`src/median_filter_3x3_top_assert.svh`:
```
// Assertion macros shared by the median filter modules.
`ifndef MEDIAN_FILTER_3X3_TOP_ASSERT_SVH
`define MEDIAN_FILTER_3X3_TOP_ASSERT_SVH

// Same-cycle implication, disabled while reset is high.
`define MF3_ASSERT_IMPL(lbl, clk, rst, ante, cons) \
   lbl: assert property (@(posedge clk) disable iff (rst) (ante) |-> (cons)) \
      else $error("median filter assertion failed");

// Next-cycle implication, disabled while reset is high.
`define MF3_ASSERT_NEXT(lbl, clk, rst, ante, cons) \
   lbl: assert property (@(posedge clk) disable iff (rst) (ante) |=> (cons)) \
      else $error("median filter assertion failed");

`endif

```
`src/mf3_pkg.sv`:
```
// Constants, types and compare functions of the 3x3 median filter.
package mf3_pkg;

   localparam int MAX_WIDTH      = 1024;
   localparam int PIXEL_BITS     = 8;
   localparam int COL_BITS       = $clog2(MAX_WIDTH);
   localparam int REG_BITS       = 11;
   localparam int CSR_INDEX_BITS = 2;

   localparam logic [CSR_INDEX_BITS-1:0] CSR_IMAGE_WIDTH  = 2'd0;
   localparam logic [CSR_INDEX_BITS-1:0] CSR_IMAGE_HEIGHT = 2'd1;

   localparam logic [REG_BITS-1:0] SIZE_RESET = 11'd1024;

   localparam logic OP_PIXEL = 1'b0;
   localparam logic OP_FLUSH = 1'b1;

   localparam int FIFO_DEPTH     = 8;
   localparam int FIFO_PTR_BITS  = $clog2(FIFO_DEPTH);
   localparam int FIFO_CNT_BITS  = $clog2(FIFO_DEPTH + 1);

   typedef logic [PIXEL_BITS-1:0] pixel_type;

   // One window column, sorted on entry.
   typedef struct packed {
      pixel_type lo;
      pixel_type md;
      pixel_type hi;
   } column_type;

   // What the window stage hands to the median stage.
   typedef struct packed {
      logic valid;
      logic emit_mid;
      logic emit_last;
      logic frame_end;
   } result_ctl_type;

   typedef struct packed {
      pixel_type median;
      logic      row_end;
      logic      frame_end;
   } result_type;

   function automatic pixel_type max2(input pixel_type a, input pixel_type b);
      return (a > b) ? a : b;
   endfunction

   function automatic pixel_type min2(input pixel_type a, input pixel_type b);
      return (a < b) ? a : b;
   endfunction

   function automatic pixel_type med3(input pixel_type a, input pixel_type b,
                                      input pixel_type c);
      return max2(min2(a, b), min2(max2(a, b), c));
   endfunction

   function automatic column_type sort3(input pixel_type a, input pixel_type b,
                                        input pixel_type c);
      column_type r;
      r.lo = min2(min2(a, b), c);
      r.md = med3(a, b, c);
      r.hi = max2(max2(a, b), c);
      return r;
   endfunction

endpackage

```
`src/mf3_result_fifo.sv`:
```
// Result queue taking up to two items per cycle and giving one.
`include "median_filter_3x3_top_assert.svh"

module mf3_result_fifo (
   input  logic                                clock,
   input  logic                                reset,
   input  logic                                push_a,
   input  mf3_pkg::result_type                 res_a,
   input  logic                                push_b,
   input  mf3_pkg::result_type                 res_b,
   input  logic                                pop,
   output logic [mf3_pkg::FIFO_CNT_BITS-1:0]   count,
   output mf3_pkg::result_type                 head
);
   import mf3_pkg::*;

   result_type               mem_ff [FIFO_DEPTH];
   logic [FIFO_PTR_BITS-1:0] wr_ptr_ff, wr_ptr_in, rd_ptr_ff, rd_ptr_in, wr_b_ptr;
   logic [FIFO_CNT_BITS-1:0] count_ff, count_in, push_n;

   always_comb begin
      push_n    = FIFO_CNT_BITS'(push_a) + FIFO_CNT_BITS'(push_b);
      wr_b_ptr  = wr_ptr_ff + FIFO_PTR_BITS'(push_a);
      wr_ptr_in = wr_ptr_ff + FIFO_PTR_BITS'(push_n);
      rd_ptr_in = rd_ptr_ff + FIFO_PTR_BITS'(pop);
      count_in  = count_ff + push_n - FIFO_CNT_BITS'(pop);
   end

   always_ff @(posedge clock) begin
      if (push_a) begin
         mem_ff[wr_ptr_ff] <= res_a;
      end
      if (push_b) begin
         mem_ff[wr_b_ptr] <= res_b;
      end
   end

   always_ff @(posedge clock) begin
      if (reset) begin
         wr_ptr_ff <= '0;
         rd_ptr_ff <= '0;
         count_ff  <= '0;
      end else begin
         wr_ptr_ff <= wr_ptr_in;
         rd_ptr_ff <= rd_ptr_in;
         count_ff  <= count_in;
      end
   end

   assign count = count_ff;
   assign head  = mem_ff[rd_ptr_ff];

   `MF3_ASSERT_IMPL(a_no_overflow, clock, reset, push_a || push_b, (count_ff + push_n) <= (FIFO_CNT_BITS'(FIFO_DEPTH) + FIFO_CNT_BITS'(pop)))
   `MF3_ASSERT_IMPL(a_frame_end_closes_row, clock, reset, (count_ff != '0) && head.frame_end, head.row_end)
endmodule

```
`config.mk`:
```
export PLATFORM = sky130hd
export DESIGN_NAME = mf3_result_fifo
export DESIGN_NICKNAME = d
export VERILOG_FILES = /design/src/mf3_pkg.sv /design/src/mf3_result_fifo.sv
export VERILOG_INCLUDE_DIRS = /design/src /design/src/src
export SDC_FILE = /design/constraint.sdc
export NUM_CORES = 1
export LEC_CHECK = 0
export ABC_CLOCK_PERIOD_IN_PS = 4100
export BUFFER_PORTS_ARGS = -buffer_cell sky130_fd_sc_hd__buf_2
export CORE_ASPECT_RATIO = 1.5
export CORE_UTILIZATION = 64
export CTS_CLUSTER_DIAMETER = 60
export DETAILED_ROUTE_END_ITERATION = 8
export GPL_ROUTABILITY_DRIVEN = 0
export PLACE_DENSITY = 0.85
export SLEW_MARGIN = 20
export SYNTH_ARGS = -nofsm -noshare
export SYNTH_HDL_FRONTEND = slang
export SYNTH_SLANG_ARGS = --single-unit
```
`constraint.sdc`:
```
create_clock -name clock -period 4.1 [get_ports clock]
set_input_delay 0.82 -clock clock [delete_from_list [all_inputs] [get_ports clock]]
set_output_delay 0.82 -clock clock [all_outputs]
set_load 0.01 [all_outputs]
```
; ---- Word level (Yosys, flattened, before mapping)
; Memories as Yosys holds them, arrays and structs flattened. A register that Yosys moved wholly into a read port is not among the register bits.
; Index checks and enable logic that the tools add are counted.
[word_totals]
elab_cells = 15
mem_bits_rw = 80
regBits = 10
mem_count = 1
output_inout_bits = 14
inputBits = 25
[op_classes]
n_addsub = 6
n_mux = 5
[memory_table]
columns = name, words, width, read_ports, rd_ports_with_merged_regs, write_ports, line
row1 = mem_ff, 8, 10, 1, 1, 2, mf3_result_fifo.sv:17  ; result_type mem_ff [FIFO_DEPTH];
[op_table]
columns = operator, n
row1 = 3-bit by 1-bit adder with 3-bit output, 2
row2 = 4-bit by 2-bit adder with 4-bit output, 1
row3 = 1-bit two-way mux, 4
row4 = 4-bit by 1-bit subtractor with 4-bit output, 1
row5 = 3-bit by 2-bit adder with 3-bit output, 1
row6 = 3-bit two-way mux, 1
row7 = 1-bit by 1-bit adder with 2-bit output, 1

; ---- Longest topological paths before layout
[depth]
word_depth = 3
depth_mapped = 9

; ---- Worst setup path after synthesis
; OpenSTA, ideal clock, no wires.
[synth_timing]
path_type = input to register
from = in push_a
to = mem mem_ff[4][0] (netlist bit), enable pin
setup_time_ns = 0.391
t_required_ns = 3.709
t_arrival_ns = 2.209
setup_slack_ns = 1.500
path_buffers = 1
path_stages = 6
path_cell_list = ha_1 > ha_1 > nor3b_1 > nand2_2 > buf_6 > o21ai_0
[synth_lines]
columns = element, line
row1 = from (decl), mf3_result_fifo.sv:7  ; input logic push_a,
row2 = to (decl), mf3_result_fifo.sv:17

==> flow_metrics.tcl <==
set metrics [dict create \
    status "completed" \
    max_clock_freq_mhz 320 \
    avgViaCountPerCell 6.11 \
    post_cts_resized 0 \
    io_buffer_count 38 \
    ys_types 34 \
    synth-edff-count 80 \
    synthTopCellsByCount "90 x mux2_2, 80 x edfxtp_1, 20 x mux4_2" \
    async_flop_share 0 \
    numCtsBuffers 9 \
    clk_latency_ns 0.36 \
    grt_usage 0.273 \
    rsz0062_at_grt "no" \
    cts_hold_buffers 0 \
    die_width_um 72.0 \
    syn_area_um2 4700 \
    path_clk_slew_ns 0.08 \
    place_hpwl_mm 6.45 \
    dp_cells 411 \
    holdWs_ns 0.614 \
    drive_above_1_share 0.533 \
    start_util 0.672 \
    synth.most_common_cell "mux2_2" \
    start_kind "register" \
    cts_tree "done" \
    synthFlopType "edfxtp_1" \
    relSlewSlack 0.264 \
    num_rows 37 \
    grt_max_degree 22 \
    synth.top_cell.area_share 0.511 \
    hold_start "rd_ptr_ff[0]" \
    tightest_slew_ns 1.10 \
    end_kind "output port" \
    clock_path_buffers 2 \
    fin_skew_ns 0.00487 \
    die_h_um 107 \
    period_minus_slack_ns 3.12 \
    syn_nets 320 \
    ys_warn_count 0 \
    post_cts_buffers 0 \
    area_growth_pct 9.72 \
    setup_tns_ns 0 \
    crit_path_start "rd_ptr_ff[1]" \
    critical_path_class "register to output port" \
    post-route-period-util 0.761 \
    p_leak_nw 1.78 \
    synth_seq_area_share 0.554 \
    ys_seq_elements 90 \
    cts_sinks 90 \
    drcViolationCount 0 \
    drtIter0Drc 259 \
    root_buffer "clkbuf_8" \
    avgSynthCellArea_um2 16.7 \
    grt_first_pass_wirelength_mm 15.0 \
    fillers 447 \
    gr-total-overflow 0 \
    ios 39 \
    dr.pass1.iters 4 \
    hold_violations 0 \
    cp.arrival_ns 2.30 \
    vdd_drop_max_mv 0.402 \
    synth_area_leaders "edfxtp_1 51%, mux2_2 22%, mux4_2 9.6%" \
    hp-class "register to register" \
    fin_nets 364 \
    path_max_fanout 21 \
    syn-instance-count 281 \
    powerDensity_nw_per_um2 432 \
    dieArea_um2 7700 \
    routedWlPerCell_um 21.8 \
    setup_viol 0 \
    grt_pass1_vias 2738 \
    final_cell_count_no_fill 427 \
    htreeDepth 3 \
    antenna_cells 0 \
    drv_cap 0 \
    timing.final.max_slew_violations 0 \
    ant_nets 0 \
    wl_mm 9.32 \
    antenna_found_initial 0 \
    yosysTopAreaCell "edfxtp_1" \
    worstPathRequired_ns 3.28 \
    rr_startpoint "wr_ptr_ff[0]" \
    vias 2609 \
    design.core.area_um2 6990 \
]
[cells by family after synthesis]
group,count (synthesis),synth area share
multiplexers,110,0.311
flip-flops,90,0.554
AND/OR/NAND/NOR,31,0.0391
buffers and inverters,17,0.0197
adder cells (fa/ha/maj),14,0.0389
AO/OA/AOI/OAI,11,0.0144
XOR/XNOR,8,0.0229
[layout by cell type, fill, tap and decap left out, types with 4 or more instances in the layout]
master,synthesis,routed
buf_2,2,38
buf_4,3,6
clkbuf_1,4,6
clkbuf_8,0,10
dfxtp_1,10,10
edfxtp_1,80,80
ha_1,13,13
inv_1,6,6
mux2_2,90,90
mux4_2,20,20
nand2_1,4,4
nor2_1,4,4
nor2b_1,5,5
o22ai_1,4,4
[area by class of cell]
type	instances	area, um2	area share
Sequential cell	90	2600	0.505
Timing Repair Buffer	44	235	0.0456
Tap cell	97	121	0.0235
Multi-Input combinational cell	174	2020	0.391
Clock buffer	16	160	0.0311
Inverter	6	22.5	0.00437
[final timing paths]
check / endpoint / slack (ns) / cells after the start
min reg2reg: rd_ptr_ff[0] / 0.61 / 2
min: rd_ptr_ff[0] / 0.61 / 2
max: head[9] / 0.98 / 3
max reg2reg: mem_ff[4][6] / 1.57 / 5
[sequential cells by signal, indices dropped and copies added, names as in the netlist]
signal	flops
count	4
mem_ff	80
rd_ptr_ff	3
wr_ptr_ff	3
[report_power, final]
| group | switching, mW | internal, mW | total [mW] |
|---|---|---|---|
| Combinational | 0.266 | 0.264 | 0.530 |
| Clock | 0.285 | 0.239 | 0.524 |
| Sequential | 0.0515 | 1.12 | 1.17 |
[per-stage QoR]
step	worst slack (ns)	power (mW)	utilization	instance area [um2]
finish	0.979	2.23	0.738	5160
global route	0.926	2.32	0.738	5160
CTS	0.969	2.24	0.738	5160
detailed placement	0.973	1.73	0.715	5000
global placement	0.998	1.70	0.715	5000
floorplan	1.50	1.56	-	4700
[per-layer routing]
layer	part of all wire	track usage	wire (um)	vias up
li1	-	-	-	1193
met1	0.41	0.361	3800	1327
met5	0	0	0	-
met3	0.046	0.0432	433	7
met2	0.53	0.458	4960	82
met4	0.013	0.0994	118	0
[critical path, cell delays in order (launching register included)]
cell,delay (ns)
dfxtp_1,1.05
mux4_2,0.46
mux2_2,0.28
buf_2,0.14
No activity file was read; power rests on OpenSTA's default activity.
