--- config.mk ---
export PLATFORM = sky130hd
export DESIGN_NAME = mf3_median
export DESIGN_NICKNAME = d
export VERILOG_FILES = /design/src/median_filter_3x3_top_assert.svh /design/src/mf3_pkg.sv /design/src/mf3_median.sv
export SDC_FILE = /design/constraint.sdc
export NUM_CORES = 1
export LEC_CHECK = 0
export ABC_AREA = 1
export BUFFER_PORTS_ARGS = -buffer_cell sky130_fd_sc_hd__buf_4
export CAP_MARGIN = 20
export CORE_ASPECT_RATIO = 1.1
export CORE_MARGIN = 3
export CORE_UTILIZATION = 55
export DETAILED_ROUTE_END_ITERATION = 7
export GPL_TIMING_DRIVEN = 1
export PLACE_DENSITY = 0.78
export SYNTH_ARGS = -nofsm -noshare
export SYNTH_HDL_FRONTEND = slang
export SYNTH_SLANG_ARGS = --single-unit
--- constraint.sdc ---
create_clock -name vclk -period 13.7
set_clock_uncertainty 0.2 [all_clocks]
set_input_delay 1.37 -clock vclk [all_inputs]
set_output_delay 1.37 -clock vclk [all_outputs]
set_load 0.02 [all_outputs]
--- src/median_filter_3x3_top_assert.svh ---
// Assertion macros shared by the median filter modules.
`ifndef MEDIAN_FILTER_3X3_TOP_ASSERT_SVH
`define MEDIAN_FILTER_3X3_TOP_ASSERT_SVH

// Same-cycle implication, disabled while reset is high.
`define MF3_ASSERT_IMPL(lbl, clk, rst, ante, cons) \
   lbl: assert property (@(posedge clk) disable iff (rst) (ante) |-> (cons)) \
      else $error("median filter assertion failed");

// Next-cycle implication, disabled while reset is high.
`define MF3_ASSERT_NEXT(lbl, clk, rst, ante, cons) \
   lbl: assert property (@(posedge clk) disable iff (rst) (ante) |=> (cons)) \
      else $error("median filter assertion failed");

`endif

--- src/mf3_pkg.sv ---
// Constants, types and compare functions of the 3x3 median filter.
package mf3_pkg;

   localparam int MAX_WIDTH      = 1024;
   localparam int PIXEL_BITS     = 8;
   localparam int COL_BITS       = $clog2(MAX_WIDTH);
   localparam int REG_BITS       = 11;
   localparam int CSR_INDEX_BITS = 2;

   localparam logic [CSR_INDEX_BITS-1:0] CSR_IMAGE_WIDTH  = 2'd0;
   localparam logic [CSR_INDEX_BITS-1:0] CSR_IMAGE_HEIGHT = 2'd1;

   localparam logic [REG_BITS-1:0] SIZE_RESET = 11'd1024;

   localparam logic OP_PIXEL = 1'b0;
   localparam logic OP_FLUSH = 1'b1;

   localparam int FIFO_DEPTH     = 8;
   localparam int FIFO_PTR_BITS  = $clog2(FIFO_DEPTH);
   localparam int FIFO_CNT_BITS  = $clog2(FIFO_DEPTH + 1);

   typedef logic [PIXEL_BITS-1:0] pixel_type;

   // One window column, sorted on entry.
   typedef struct packed {
      pixel_type lo;
      pixel_type md;
      pixel_type hi;
   } column_type;

   // What the window stage hands to the median stage.
   typedef struct packed {
      logic valid;
      logic emit_mid;
      logic emit_last;
      logic frame_end;
   } result_ctl_type;

   typedef struct packed {
      pixel_type median;
      logic      row_end;
      logic      frame_end;
   } result_type;

   function automatic pixel_type max2(input pixel_type a, input pixel_type b);
      return (a > b) ? a : b;
   endfunction

   function automatic pixel_type min2(input pixel_type a, input pixel_type b);
      return (a < b) ? a : b;
   endfunction

   function automatic pixel_type med3(input pixel_type a, input pixel_type b,
                                      input pixel_type c);
      return max2(min2(a, b), min2(max2(a, b), c));
   endfunction

   function automatic column_type sort3(input pixel_type a, input pixel_type b,
                                        input pixel_type c);
      column_type r;
      r.lo = min2(min2(a, b), c);
      r.md = med3(a, b, c);
      r.hi = max2(max2(a, b), c);
      return r;
   endfunction

endpackage

--- src/mf3_median.sv ---
// Median of the sorted window columns for the one or two results of an item.
module mf3_median (
   input  mf3_pkg::result_ctl_type   ctl,
   input  mf3_pkg::column_type [2:0] window,
   output logic                      push_a,
   output mf3_pkg::result_type       res_a,
   output logic                      push_b,
   output mf3_pkg::result_type       res_b
);
   import mf3_pkg::*;

   // With sorted columns the median of nine is the median of the largest
   // low, the middle middle and the smallest high.
   always_comb begin
      push_a          = ctl.valid && ctl.emit_mid;
      res_a.median    = med3(max2(max2(window[0].lo, window[1].lo), window[2].lo),
                             med3(window[0].md, window[1].md, window[2].md),
                             min2(min2(window[0].hi, window[1].hi), window[2].hi));
      res_a.row_end   = 1'b0;
      res_a.frame_end = 1'b0;

      // Last column: the right column is replicated.
      push_b          = ctl.valid && ctl.emit_last;
      res_b.median    = med3(max2(window[1].lo, window[2].lo), window[2].md,
                             min2(window[1].hi, window[2].hi));
      res_b.row_end   = 1'b1;
      res_b.frame_end = ctl.frame_end;
   end
endmodule

# After elaboration in Yosys (flattened, before gate mapping)
# Index checks and enable logic that the tools add are counted.
classes:
  magnitude_cmp: 18
  mux: 18
  reduce_logical: 2
ops:
  columns: ["cell", "n"]
  rows:
  - ["$mux 8", 18]
  - ["$gt 8x8->1", 9]
  - ["$lt 8x8->1", 9]
  - ["$logic_and 1x1->1", 2]
word_totals:
  regBits: 0
  wordCells: 38

# Longest topological paths before layout
# Gate-level depths: netlist (run 1).
logic_depth:
  ltp_word: 12
  depth_mapped: 67
  mapped_depth_nobuf: 65

# Worst setup path before layout (run 1)
# OpenSTA, ideal clock, no wires.
synth_path:
  kind: "input port to output port"
  start: "input port window[39] (netlist name)"
  end: "output port res_a[2] (netlist name)"
  arrival_ps: 9060
  path_slack_ps: 3070
  stages: 49
  path_cell_list: "inv_1 -> ha_1 -> nand2_2 -> nor2_2 -> nand2_2 -> nand2_4 -> nand2_4 -> buf_2 -> o21ai_0 -> ha_1 -> a21oi_1 -> nor2_1 -> a211oi_2 -> nand2_4 -> buf_4 -> o21ai_0 -> ha_1 -> a21oi_1 -> (+13 left out) -> inv_2 -> nand2_1 -> o21ai_1 -> ha_1 -> a21oi_1 -> nor2_1 -> a211oi_2 -> nand2_4 -> nand2_2 -> nand2_1 -> ha_1 -> nand2_1 -> o21ai_0 -> nand2_1 -> a32oi_1 -> clkinv_1 -> or2_2 -> nand2_1"
synth_rtl:
  columns: ["element", "line", "source"]
  rows:
  - ["start, declared", "mf3_median.sv:4", "input mf3_pkg::column_type [2:0] window,"]
  - ["end, declared", "mf3_median.sv:6", "output mf3_pkg::result_type res_a,"]

==> results of run 1 <==
[through the flow]
stage / util, % / total power [mW] / instance area (sq um) / setup slack (ps)
6_report: 67.56 / 1.163 / 5132 / 1918
4_1_cts: 67.56 / 1.157 / 5132 / 2059
3_5_place_dp: 67.56 / 1.153 / 5132 / 2078
2_1_floorplan: - / 0.8156 / 4393 / 3070
5_1_grt: 67.56 / 1.307 / 5132 / 1036
3_3_place_gp: 67.56 / 1.118 / 5132 / 2492
[critical path: cells and delay by family]
kind	cells	cell delay, ps
buffers and inverters	5	740
AND/OR/NAND/NOR	24	2890
adder cells (fa/ha/maj)	6	1850
AO/OA/AOI/OAI	13	3380
[routing by layer]
layer / track usage, % / vias to the layer above / routed length (um)
met5: 0 / - / 0
met4: 6.497 / 0 / 332
met3: 0.6051 / 20 / 545
met2: 47.73 / 153 / 5780
met1: 34.60 / 2195 / 5664
li1: - / 2709 / -
[cell families (layout without fill, tap and decap cells)]
group,count (synthesis),after routing,share of synthesized area (%)
AOI/OAI and AO/OA,200,200,24.54
adders and majority gates,110,110,31.36
buffers and inverters,128,203,11.54
other,2,3,0.1711
and+or+nand+nor,320,320,32.38
[report_power, final]
part	internal [mW]	switching [mW]	total, mW
registers	0	0	0
logic	0.432	0.731	1.16
clock network	0	0	0
[cells in the final DEF, fill, tap and decap left out, types with 6 or more instances in the layout]
cell type / count
nand2_1: 207
ha_1: 110
o21ai_0: 109
inv_1: 103
buf_4: 94
a21oi_1: 62
nor2_1: 36
nand3_1: 35
nand2_2: 17
nand2_4: 8
o211ai_1: 6
[how the worst min path moves through the flow]
stage | start | end | slack, ps
after floorplan | ctl[0] | res_b[0] | 2650
after global placement | ctl[0] | res_b[0] | 2540
after detailed placement | ctl[0] | res_b[0] | 2540
final | ctl[0] | res_b[0] | 2540
after CTS | ctl[0] | res_b[0] | 2540
after global routing | ctl[0] | res_b[0] | 2540
[cell type report]
| type | instances | area, sq um |
|---|---|---|
| tap | 105 | 131.4 |
| timing repair buffer | 94 | 705.7 |
| fill | 750 | 2465 |
| multi-input combinational | 633 | 3886 |
| inverter | 109 | 409.1 |
[Yosys cell counts, types with 3 or more instances]
cell type | n | area, sq um
a211oi_1 | 5 | 37.54
a21oi_1 | 62 | 310.3
buf_2 | 3 | 15.01
buf_4 | 6 | 45.04
clkbuf_1 | 10 | 37.54
ha_1 | 110 | 1376
inv_1 | 103 | 386.6
inv_2 | 5 | 18.77
nand2_1 | 207 | 777.0
nand2_2 | 17 | 106.4
nand2_4 | 8 | 90.09
nand3_1 | 35 | 175.2
nand4_1 | 5 | 31.28
nor2_1 | 36 | 135.1
o211ai_1 | 6 | 45.04
o21ai_0 | 109 | 545.5
o21ai_1 | 5 | 25.02
o21bai_1 | 3 | 22.52
==> results.txt, run 1 <==
Vias: 5077
post-synth cell types: 38
core area: 7597 sq um
Antenna Violating Nets Remaining: 0
placer congestion estimate: 0.9025
largest net degree at the start of global routing: 19
first-pass GRT wire length: 20580 um
vias in the first global route: 4769
# port buffers: 93
slowest CP cell: a211oi_2
number of diodes: 0
die width: 91.18 um
Final min period: 11780 ps
die area: 9090 sq um
Slew HR: 26.59%
Most common cell on crit path: nand2_1
PD cells: 226.6 nW/um^2
final WL: 12320 um
tightest hold margin: 2540 ps
DR vias/cell: 5.395
Tot GR Track Use: 26.36%
CTS Hold Bufs: 0
Ys Warns: 0
Seq Cell Count: 0
final worst path period share: 86.00%
gr ovfl total: 0
Mapped Cells: 760
end point of the critical path: res_a[2]
Cell Count, Final, Fillers Out: 941
CP peak stage delay: 520 ps
Area Overhead vs Synth: 16.93%
I/O pins: 98
Initial Util: 57.77%
highest clock rate: 84.87 MHz
hold depth: 0
RSZ-0062 raised after global routing: no
Slew Viols, Final: 0
register area: 0 sq um
DPL Wire Length: 10970 um
arrival time at the worst endpoint: 10210 ps
Post-layout nets: 1024
Critical Path Fanout Max: 18
synthesized cell area: 4389 sq um
Worst Setup SP: window[39]
CP startpoint kind: input port
Req. time, crit path: 12130 ps
share of cells above drive strength 1: 15.91%
Setup Crit Path Kind: in2out
clock buf count: 0
run status: completed
final setup vio count: 0
Cell Rows: 33
final hold viol count: 0
mean area per synthesized cell: 5.775 sq um
dpl cells: 941
worst slew pin tran: 1101 ps
# DRC: 0
setup bufs post-CTS: 0
Max Cap Viol: 0
average wire per standard cell: 13.10 um
register area share after synthesis: 0%
antenna violations before repair: 0
post-CTS sizing: 0
peak supply drop: 0.1182 mV
worst hold path type: in2out
leakage: 2.939 nW
router iterations before antenna repair: 5
Die Ht: 99.70 um
Detailed Route Iter0 Violations: 226
Worst setup EP type: output pin
Final TNS setup: 0 ps
Note: power is estimated with default switching activity, not from simulation.
==> run 2: changes to the inputs <==
- PLACE_DENSITY: 0.78 -> default
- PLACE_DENSITY_LB_ADDON: default -> 0.12
- clock period: 13.7 -> 14.2 ns (I/O delays scaled with it)
==> results.txt, run 2 (same netlist as run 1, synthesis figures left out) <==
met2 wire length: 6232 um (+7.8%)
tightest hold margin: 2640 ps (+100.0 ps)
I/O pins: 98 (unchanged)
DR vias/cell: 5.447 (+0.97%)
Slew Viols, Final: 0 (unchanged)
Final TNS setup: 0 ps (unchanged)
post-CTS sizing: 0 (unchanged)
Seq Cell Count: 0 (unchanged)
gr ovfl total: 0 (unchanged)
router iterations before antenna repair: 5 (unchanged)
Max Used Layer: met4
peak supply drop: 0.1547 mV (+31%)
worst hold path type: in2out
Post-layout nets: 1024 (unchanged)
Antenna Violating Nets Remaining: 0 (unchanged)
placer congestion estimate: 0.9453 (+4.7%)
slowest CP cell: a211oi_2
share of cells above drive strength 1: 15.91% (unchanged)
PD cells: 218.1 nW/um^2 (-3.8%)
Area Overhead vs Synth: 16.93% (unchanged)
final hold viol count: 0 (unchanged)
# port buffers: 93 (unchanged)
Slew HR: 33.71% (+7.1 points)
Initial Util: 57.77% (unchanged)
arrival time at the worst endpoint: 10440 ps (+230 ps)
worst slew pin tran: 987.7 ps (-113.4 ps)
first-pass GRT wire length: 21290 um (+3.5%)
Max Cap Viol: 0 (unchanged)
clock buf count: 0 (unchanged)
final WL: 12720 um (+3.2%)
Detailed Route Iter0 Violations: 293 (+30%)
most common cell after layout, fill and taps aside: nand2_1
Critical Path Fanout Max: 18 (unchanged)
most frequent cells in the layout: nand2_1 (207), ha_1 (110), o21ai_0 (109)
final core utilization: 67.56% (unchanged)
CP peak stage delay: 510 ps (about the same)
register area: 0 sq um (unchanged)
core area: 7597 sq um (unchanged)
leakage: 2.939 nW (unchanged)
# DRC: 0 (unchanged)
Setup Crit Path Kind: in2out
Final min period: 12060 ps
final setup vio count: 0 (unchanged)
Tot GR Track Use: 27.41% (+1.0 points)
CTS Hold Bufs: 0 (unchanged)
setup bufs post-CTS: 0 (unchanged)
met3 wire length: 630 um (+16%)
Vias: 5126 (+0.97%)
Cell Rows: 33 (unchanged)
antenna violations before repair: 0 (unchanged)
die area: 9090 sq um (unchanged)
highest clock rate: 82.95 MHz
CP startpoint kind: input port
final worst path period share: 84.90%
Most common cell on crit path: nand2_1
RSZ-0062 raised after global routing: no
Tot Pwr: 1.119 mW (-3.8%)
Worst setup EP type: output pin
Met1 Routed Length: 5661 um (about the same)
DPL Wire Length: 11260 um (+2.6%)
largest net degree at the start of global routing: 19 (unchanged)
Die Ht: 99.70 um (unchanged)
run status: completed
vias in the first global route: 4802 (+0.69%)
Req. time, crit path: 12580 ps (+450 ps)
average wire per standard cell: 13.52 um (+3.2%)
number of diodes: 0 (unchanged)
die width: 91.18 um (unchanged)
run 2: routing by layer:
metal,vias to the layer above,global-route usage [%]
met2,136,51.02
met1,2270,34.92
li1,2703,-
met3,17,2.042
met5,-,0
met4,0,4.408
run 2: worst paths after layout:
kind,from,to,slack [ps],depth (start not counted)
setup / recovery,window[33],res_a[2],2140,52
hold / removal,ctl[0],res_b[0],2640,0
run 2: layout make-up:
class              count  area [sq um]
well taps            105         131.4
multi-input cells    633          3886
inverters            109         409.1
repair buffers        94         705.7
fillers              753          2465
run 2: stage by stage:
step	setup slack [ps]	instances	cell area, sq um
6_report	2144	941	5132
5_1_grt	1223	941	5132
4_1_cts	2314	941	5132
3_5_place_dp	2364	941	5132
3_3_place_gp	2760	941	5132
2_1_floorplan	3470	761	4393
run 2: where the power goes:
part | internal [mW] | switching, mW | total, mW
Combinational | 0.414 | 0.705 | 1.12
Sequential | 0 | 0 | 0
Clock | 0 | 0 | 0
Total | 0.414 | 0.705 | 1.12
run 2: worst max-delay path, delay by kind of cell:
family,cells,cell delay [ps]
AND/OR/NAND/NOR,30,3040
adder cells (fa/ha/maj),6,1900
AO/OA/AOI/OAI,11,3320
buffers and inverters,5,750
==> run 3: changes to the inputs <==
- CORE_UTILIZATION: 55 -> 53
- clock period: 14.2 -> 10.1 ns (I/O delays scaled with it)
==> results.txt, run 3 (same netlist as run 1, synthesis figures left out) <==
run status: completed
placer congestion estimate: 0.9136 (-3.4%)
Seq Cell Count: 0 (unchanged)
Post-layout nets: 1037 (+1.3%)
Slew HR: 34.05% (+0.34 points)
final hold viol count: 0 (unchanged)
Max Cap Viol: 0 (unchanged)
worst hold path type: in2out
Slew Viols, Final: 0 (unchanged)
DR vias/cell: 5.489 (+0.76%)
die width: 92.77 um (+1.7%)
DPL Wire Length: 10930 um (-2.9%)
Area Overhead vs Synth: 21.32%
Tot GR Track Use: 25.21% (-2.2 points)
most common cell after layout, fill and taps aside: nand2_1
Setup Crit Path Kind: in2out
core area: 7998 sq um (+5.3%)
I/O pins: 98 (unchanged)
CP startpoint kind: input port
antenna violations before repair: 0 (unchanged)
Worst setup EP type: output pin
first-pass GRT wire length: 20360 um (-4.4%)
vias in the first global route: 4805 (+0.062%)
arrival time at the worst endpoint: 8370 ps (-2070 ps)
Initial Util: 54.88% (-2.9 points)
share of cells above drive strength 1: 18.85% (+2.9 points)
Cell Rows: 34 (+3.0%)
gr ovfl total: 0 (unchanged)
post-route setup slack: 521.4 ps (-1623 ps)
average wire per standard cell: 12.95 um (-4.2%)
Most common cell on crit path: nand2_1
peak supply drop: 0.1928 mV (+25%)
final setup vio count: 0 (unchanged)
CTS Hold Bufs: 0 (unchanged)
final WL: 12390 um (-2.6%)
slowest CP cell: a211oi_4
worst slew pin tran: 982.7 ps (-4.991 ps)
Final min period: 9579 ps
CP peak stage delay: 330 ps (-180 ps)
Detailed Route Iter0 Violations: 262 (-11%)
PD cells: 318.4 nW/um^2 (+46%)
Area after DPL: 5166 sq um (+0.66%)
CP top delay family: compound AO/OA/AOI/OAI gates
highest clock rate: 104.4 MHz
Vias: 5253 (+2.5%)
# DRC: 0 (unchanged)
most frequent cells in the layout: nand2_1 (207), ha_1 (110), buf_4 (106)
dpl ws: 32.26 ps (-2332 ps)
Buf+Inv Stages, Crit Path: 8 (+3)
clock buf count: 0 (unchanged)
Die Ht: 101.4 um (+1.8%)
final core utilization: 66.58% (-0.97 points)
die area: 9411 sq um (+3.5%)
Req. time, crit path: 8890 ps (-3690 ps)
router iterations before antenna repair: 7 (+2)
Antenna Violating Nets Remaining: 0 (unchanged)
final instance area: 5325 sq um (+3.8%)
register area: 0 sq um (unchanged)
number of diodes: 0 (unchanged)
largest net degree at the start of global routing: 19 (unchanged)
leakage: 3.020 nW (+2.8%)
fillcell total: 765 (+1.6%)
# port buffers: 93 (unchanged)
final worst path period share: 94.84%
Tot Pwr: 1.695 mW (+51%)
Critical Path Fanout Max: 18 (unchanged)
run 3: changes by cell type in the layout (fill, tap and decap cells not counted), moves of 3 or more:
cell      before  now
o21ai_2        0    5
a211oi_1       5    2
o21ai_0      109   94
buf_4         94  106
a21oi_1       62   59
a21oi_2        0    3
o21ai_1        5   15
run 3: repair_timing:
action | in CTS | in global routing
resized for setup | 0 | 33
setup endpoints to repair | 0 | 8
buffers inserted | 0 | 8
run 3: area by class of cell:
cell class / count / area (sq um) / area share [%]
Multi-Input combinational cell: 634 / 3985 / 74.84
Timing Repair Buffer: 106 / 795.8 / 14.94
Inverter: 109 / 409.1 / 7.683
Tap cell: 108 / 135.1 / 2.538
run 3: through the flow:
stage | hold slack (ps) | TNS, ps | instances
after global placement | 1820 | 0 | 948
final | 1820 | 0 | 957
after floorplan | 1933 | 0 | 761
after detailed placement | 1820 | 0 | 948
after global routing | 1820 | -120.7 | 957
after CTS | 1820 | 0 | 948
run 3: power by group:
part           total (mW)  internal (mW)  switching, mW
combinational        1.70          0.662           1.03
clock                   0              0              0
sequential              0              0              0
total                1.70          0.662           1.03
run 3: per-layer routing:
| metal | routed length (um) | up-vias | GRT usage (%) |
|---|---|---|---|
| li1 | - | 2731 | - |
| met1 | 5462 | 2355 | 31.65 |
| met2 | 5936 | 143 | 46.59 |
| met3 | 548 | 24 | 0.6686 |
| met4 | 443 | 0 | 8.005 |
| met5 | 0 | - | 0 |
run 3: final timing paths:
| kind | from | to | slack, ps | cells after the start |
|---|---|---|---|---|
| min | ctl[0] | res_b[0] | 1820 | 0 |
| max | window[13] | res_a[2] | 520 | 53 |
